**src/hw/rtl/qdd_pkg.sv**
```systemverilog
package qdd_pkg;

  // Detent event code carried on the result stream; the same coding names the
  // direction of a single Gray-code step.
  typedef enum logic [1:0] {
    DIR_NONE = 2'd0,
    DIR_CW   = 2'd1,
    DIR_CCW  = 2'd2
  } dir_t;

  // Decoder state: last phase seen and the signed step accumulator.
  typedef struct packed {
    logic [1:0]        phase;
    logic signed [7:0] total;
  } qdd_state_t;

  localparam int unsigned TRIG_W = 7;
  localparam logic [TRIG_W-1:0] TRIGGER_DEFAULT = 7'd4;

  // Transition codes, {previous phase, current phase}.
  localparam logic [3:0] TR_3_TO_1 = 4'hD;
  localparam logic [3:0] TR_1_TO_0 = 4'h4;
  localparam logic [3:0] TR_0_TO_2 = 4'h2;
  localparam logic [3:0] TR_2_TO_3 = 4'hB;
  localparam logic [3:0] TR_3_TO_2 = 4'hE;
  localparam logic [3:0] TR_2_TO_0 = 4'h8;
  localparam logic [3:0] TR_0_TO_1 = 4'h1;
  localparam logic [3:0] TR_1_TO_3 = 4'h7;

  function automatic dir_t step_kind(input logic [3:0] code);
    dir_t kind;
    unique case (code) inside
      TR_3_TO_1, TR_1_TO_0, TR_0_TO_2, TR_2_TO_3: kind = DIR_CW;
      TR_3_TO_2, TR_2_TO_0, TR_0_TO_1, TR_1_TO_3: kind = DIR_CCW;
      default:                                    kind = DIR_NONE;
    endcase
    return kind;
  endfunction

endpackage

```
**src/hw/rtl/qdd_step.sv**
```systemverilog
// Next-state and event logic for one encoder sample.
module qdd_step (
  input  logic                          func,
  input  logic [1:0]                    phase,
  input  logic [qdd_pkg::TRIG_W-1:0]    trigger_count,
  input  qdd_pkg::qdd_state_t           state,
  output qdd_pkg::qdd_state_t           state_next,
  output qdd_pkg::dir_t                 direction
);

  always_comb begin
    qdd_pkg::dir_t              kind;
    logic [qdd_pkg::TRIG_W-1:0] trig;
    logic signed [7:0]          base;
    logic signed [7:0]          sum;
    logic [7:0]                 mag;

    kind = qdd_pkg::step_kind({state.phase, phase});
    trig = (trigger_count == '0) ? qdd_pkg::TRIGGER_DEFAULT : trigger_count;
    base = state.total;
    sum  = state.total;

    // A reversal drops whatever was gathered in the old direction first.
    case (kind)
      qdd_pkg::DIR_CW: begin
        base = state.total[7] ? 8'sd0 : state.total;
        sum  = base + 8'sd1;
      end
      qdd_pkg::DIR_CCW: begin
        base = (state.total > 8'sd0) ? 8'sd0 : state.total;
        sum  = base - 8'sd1;
      end
      default: begin
        sum = 8'sd0;
      end
    endcase
    mag = sum[7] ? 8'(-sum) : 8'(sum);

    state_next = state;
    direction  = qdd_pkg::DIR_NONE;
    if (func) begin
      state_next.phase = phase;
      state_next.total = 8'sd0;
    end else if (phase != state.phase) begin
      state_next.phase = phase;
      if (kind == qdd_pkg::DIR_NONE) begin
        state_next.total = 8'sd0;
      end else if (mag >= {1'b0, trig}) begin
        direction        = kind;
        state_next.total = 8'sd0;
      end else begin
        state_next.total = sum;
      end
    end
  end

endmodule

```
**src/hw/rtl/quadrature_detent_decoder.sv**
```systemverilog
// Quadrature detent decoder. Each input word is one sample of encoder lines A
// and B (s_tdata bit 0 is A, bit 1 is B); s_tuser high marks a resync word that
// loads the current lines as the phase and clears the step accumulator. Every
// input word yields exactly one output word whose low two bits give the detent
// event: 0 none, 1 clockwise, 2 counter-clockwise. Valid Gray-code steps are
// counted in a signed accumulator that restarts on a change of direction and
// on a double transition; an event fires and clears the accumulator once its
// magnitude reaches trigger_count, where zero stands for four (reset value 4).
// The block takes one word per clock while m_tready stays high: a sample passes
// an input register, combinational decode logic that also updates the phase and
// accumulator, and an output register, which presents the result on m_tvalid.
// trigger_count may only be written while no word is in flight.
module quadrature_detent_decoder (
  input  logic       clk,
  input  logic       rst,

  input  logic       s_tvalid,
  output logic       s_tready,
  input  logic [7:0] s_tdata,   // [0] line_a, [1] line_b, [7:2] zero
  input  logic       s_tuser,   // [0] func (resync)

  output logic       m_tvalid,
  input  logic       m_tready,
  output logic [7:0] m_tdata,   // [1:0] direction, [7:2] zero

  input  logic       cfg_we,
  input  logic [6:0] cfg_data
);

  logic [qdd_pkg::TRIG_W-1:0] trigger_count;

  // Input register.
  logic       in_valid;
  logic       in_func;
  logic [1:0] in_phase;

  // Decoder state.
  qdd_pkg::qdd_state_t state;
  qdd_pkg::qdd_state_t state_next;
  qdd_pkg::dir_t       dir_next;

  // Output register.
  logic          out_valid;
  qdd_pkg::dir_t out_dir;

  logic advance;

  // A word moves from the input register to the output register whenever the
  // output register is empty or being drained in this same cycle.
  assign advance  = in_valid && (!out_valid || m_tready);
  assign s_tready = !in_valid || advance;

  always_ff @(posedge clk) begin
    if (rst) begin
      trigger_count <= qdd_pkg::TRIGGER_DEFAULT;
    end else if (cfg_we) begin
      trigger_count <= cfg_data;
    end
  end

  always_ff @(posedge clk) begin
    if (rst) begin
      in_valid <= 1'b0;
    end else if (s_tready) begin
      in_valid <= s_tvalid;
    end
  end

  // Phase is {A, B}.
  always_ff @(posedge clk) begin
    if (s_tvalid && s_tready) begin
      in_func  <= s_tuser;
      in_phase <= {s_tdata[0], s_tdata[1]};
    end
  end

  qdd_step u_step (
    .func          (in_func),
    .phase         (in_phase),
    .trigger_count (trigger_count),
    .state         (state),
    .state_next    (state_next),
    .direction     (dir_next)
  );

  always_ff @(posedge clk) begin
    if (rst) begin
      state.phase <= 2'd0;
      state.total <= 8'sd0;
    end else if (advance) begin
      state <= state_next;
    end
  end

  always_ff @(posedge clk) begin
    if (rst) begin
      out_valid <= 1'b0;
    end else if (advance) begin
      out_valid <= 1'b1;
    end else if (m_tready) begin
      out_valid <= 1'b0;
    end
  end

  always_ff @(posedge clk) begin
    if (advance) begin
      out_dir <= dir_next;
    end
  end

  assign m_tvalid = out_valid;
  assign m_tdata  = {6'd0, out_dir};

endmodule

```
**config.mk**
```make
export PLATFORM = sky130hd
export DESIGN_NAME = quadrature_detent_decoder
export DESIGN_NICKNAME = d
export VERILOG_FILES = /design/src/hw/rtl/qdd_pkg.sv /design/src/hw/rtl/qdd_step.sv /design/src/hw/rtl/quadrature_detent_decoder.sv
export SDC_FILE = /design/constraint.sdc
export NUM_CORES = 1
export LEC_CHECK = 0
export BUFFER_PORTS_ARGS = -buffer_cell sky130_fd_sc_hd__buf_2
export CORE_UTILIZATION = 30
export CTS_CLUSTER_DIAMETER = 50
export DETAILED_ROUTE_END_ITERATION = 6
export PLACE_DENSITY = 0.59
export SLEW_MARGIN = 40
export SYNTH_ARGS = -nofsm -noshare
export SYNTH_HDL_FRONTEND = slang
export SYNTH_SLANG_ARGS = --single-unit
```
**constraint.sdc**
```tcl
create_clock -name clk -period 3.63 [get_ports clk]
set_clock_uncertainty 0.05 [all_clocks]
set_input_delay 0.726 -clock clk [delete_from_list [all_inputs] [get_ports clk]]
set_output_delay 0.726 -clock clk [all_outputs]
set_load 0.02 [all_outputs]
```
==> impl_metrics.toml <==
[worst_hold_path]
worstHoldStart = "trigger_count[5]$_SDFFE_PP0P_"
hp-class = "reg -> reg"

[grt]
grt_max_degree = 21
use_met3 = 0.0169
grtUsageTotal = 0.159
grt_pass1_wl_um = 8130
use_met2 = 0.271
grt_pass1_vias = 1744
overflow = 0
grtUsageMet1 = 0.211
antenna_found_initial = 0
grt_busiest_layer = "met2"

[layout]
nNetsFinal = 322
final_util = 0.432
drive_gt1_frac = 0.345
final_common_cell = "buf_4"
syn_to_final_growth_pct = 37.7
final_cell_mix = "buf_4, nand2_1, nor2_1, dfxtp_1, buf_2"
diodes = 0
final_cell_area_sq_mm = 0.00257

[worst_setup_path]
reg2reg_from = "in_phase[0]$_DFFE_PP_"
r2r_setup_slack_ns = -0.24
crit_start = "in_phase[0]$_DFFE_PP_"
endpoint_kind = "flip-flop"
worst_ep_arrival_time_ns = 4.03
crit_chain = "xnor2_2 -> and2_4 -> inv_2 -> ha_4 -> buf_12 -> a22oi_2 -> o221ai_2 -> a211oi_2 -> buf_4 -> a41oi_1 -> xnor2_1 -> nor2_1 -> ha_1 -> a21o_1 -> a21oi_2 -> o21ai_4 -> or4_1 -> o21ai_1"
cpPeakStageDelay_ns = 0.50
startpoint_type = "flip-flop"
worst-path-max-fanout = 8
cp_slowest_cell = "or4_1"
worstSetupPathType = "reg -> reg"
required_ns = 3.79

[pwr]
leakagePower_nw = 1.05
power_switching_mw = 0.268
sw_frac_of_total = 0.308
power.density_mw_per_mm2 = 338
vdd_drop_max_mv = 0.229
combPwrFrac = 0.395
p_int_mw = 0.601
power_frac_clock = 0.271
p_seq_frac = 0.334

[die]
rows = 28
die-area_sq_mm = 0.00654
start_util = 0.313
die_h_um = 80.9
ios = 31
core_area_sq_mm = 0.00596
die_w_um = 80.9

[cts]
htreeDepth = 1
cts_buffer_depth = 2
ctsHoldBuffers = 0
cts_tree = "built"
cts.clk_slew.worst_paths_ns = 0.09
insertion_delay_ns = 0.27
numCtsBuffers = 3
cts.sinks = 24
root_buffer = "clkbuf_8"

[logic_synthesis]
synth_compound_area_frac = 0.202
synth_area_sq_mm = 0.00187
synthXorXnorAreaFrac = 0.0469
synth_seq_cells = 24
avgSynthCellArea_sq_um = 8.05
ys_seq_area_frac = 0.284
synthArstFlopShare = 0
synth_warnings = 0
yosys.area_share.simple = 0.257
synth_top_family_by_area = "simple AND/OR/NAND/NOR gates"
synthAdderAreaFrac = 0.0871
yosysUniqueCellTypes = 55
ys.flop_type = "dfxtp_1"
synth_mux_area_frac = 0.0429
syn_inst = 232
synth_edf_count = 5

[drt]
drtIter0Drc = 91
dr.pass1.iters = 4
routed_wl_um = 4830
wl_per_cell_um = 13.4
drc_errors = 0
vias = 1840
ant_nets = 0
avgViaCountPerCell = 5.08

[sta]
setup_viol = 10
tightest_slew_ns = 0.695
max-slew-margin-rel = 0.534
period_share = 1.07
fin_ws_ns = -0.240
period_needed_ns = 3.87
rsz0062_at_grt = "yes"
maxSlewViolCount = 0
maxClockFrequency_ghz = 0.258
final_hold_viol_count = 0

[place]
dpl.hpwl_um = 3660
post-place-ws_ns = -0.374
routabilityCongestion = 0.893
postPlaceCellArea_sq_mm = 0.00234
portBuffers = 18

[status]
violations = "setup timing"
status = "complete, but fails checks"

[job]
max_cap_violations = 0
## worst max-delay path: cells and delay by family (launching register included)
family	cells	cell delay, ns
AOI/OAI and AO/OA	8	1.33
and+or+nand+nor	3	0.75
adders and majority gates	2	0.51
DFF	1	0.44
xor gates and xnor gates	2	0.39
buffers and inverters	3	0.34
## logic make-up (layout without fill, tap and decap cells)
| family | count (synthesis) | count (layout) |
|---|---|---|
| xor+xnor | 10 | 10 |
| simple gates | 91 | 91 |
| mux | 8 | 8 |
| other cells | 1 | 6 |
| flops | 24 | 24 |
| compound gates | 55 | 55 |
| fa+ha+maj | 13 | 13 |
| buf+inv | 30 | 80 |
## cell type report
class	instances	area, sq um
Inverter	12	45.0
Clock inverter	1	30.0
Tap cell	75	93.8
Multi-Input combinational cell	183	1380
Sequential cell	24	531
Timing Repair Buffer	64	448
Clock buffer	3	41.3
Fill cell	618	3380
## cell usage after synthesis, types with 6 or more instances
master,n,share of area
inv_1,10,0.020
buf_4,7,0.028
nor2_1,20,0.040
nor3_1,6,0.016
dfxtp_1,19,0.20
mux2i_1,8,0.043
a21oi_1,20,0.054
clkbuf_1,9,0.018
ha_1,13,0.087
nand2_1,23,0.046
## final timing paths
check / end / cells past startpoint
setup / recovery: state[7]$_SDFFE_PP0P_ / 18
setup reg to reg: state[7]$_SDFFE_PP0P_ / 18
hold reg to reg: trigger_count[5]$_SDFFE_PP0P_ / 2
hold / removal: trigger_count[5]$_SDFFE_PP0P_ / 2
## routing by layer
layer  share of wire  vias to the layer above
li1                -                      934
met1            0.45                      844
met2            0.49                       54
met3           0.043                        8
met4           0.018                        0
met5               0                        -
## stage by stage
stage          total power [mW]  setup TNS, ns  hold slack [ns]  cells
2_1_floorplan             0.469         -0.389            0.410    237
3_3_place_gp              0.565          -2.20            0.427    354
3_5_place_dp              0.571          -2.72            0.441    354
4_1_cts                   0.840          -2.42            0.465    361
5_1_grt                   0.919          -4.27            0.525    362
6_report                  0.869          -2.03            0.453    362
## state kept, by name, summed over array words and instances, names as in the netlist
signal	flops
in_valid	1
in_func	1
state	10
trigger_count	7
m_tvalid	1
out_dir	2
in_phase	2
## power groups by stage
stage | Sequential [mW] | Combinational [mW] | Clock [mW]
finish | 0.290 | 0.343 | 0.236
global route | 0.292 | 0.377 | 0.250
CTS | 0.289 | 0.311 | 0.239
detailed placement | 0.296 | 0.276 | 0
global placement | 0.295 | 0.270 | 0
floorplan | 0.296 | 0.172 | 0
## repair_timing
item                                    in CTS  in global routing
pin swaps                                    7                  8
endpoints found under the setup margin      10                 10
buffers inserted                             3                  1
endpoints found under the hold margin        0                  0
gates resized for setup                      8                 14
Note: power is estimated with default switching activity, not from simulation.
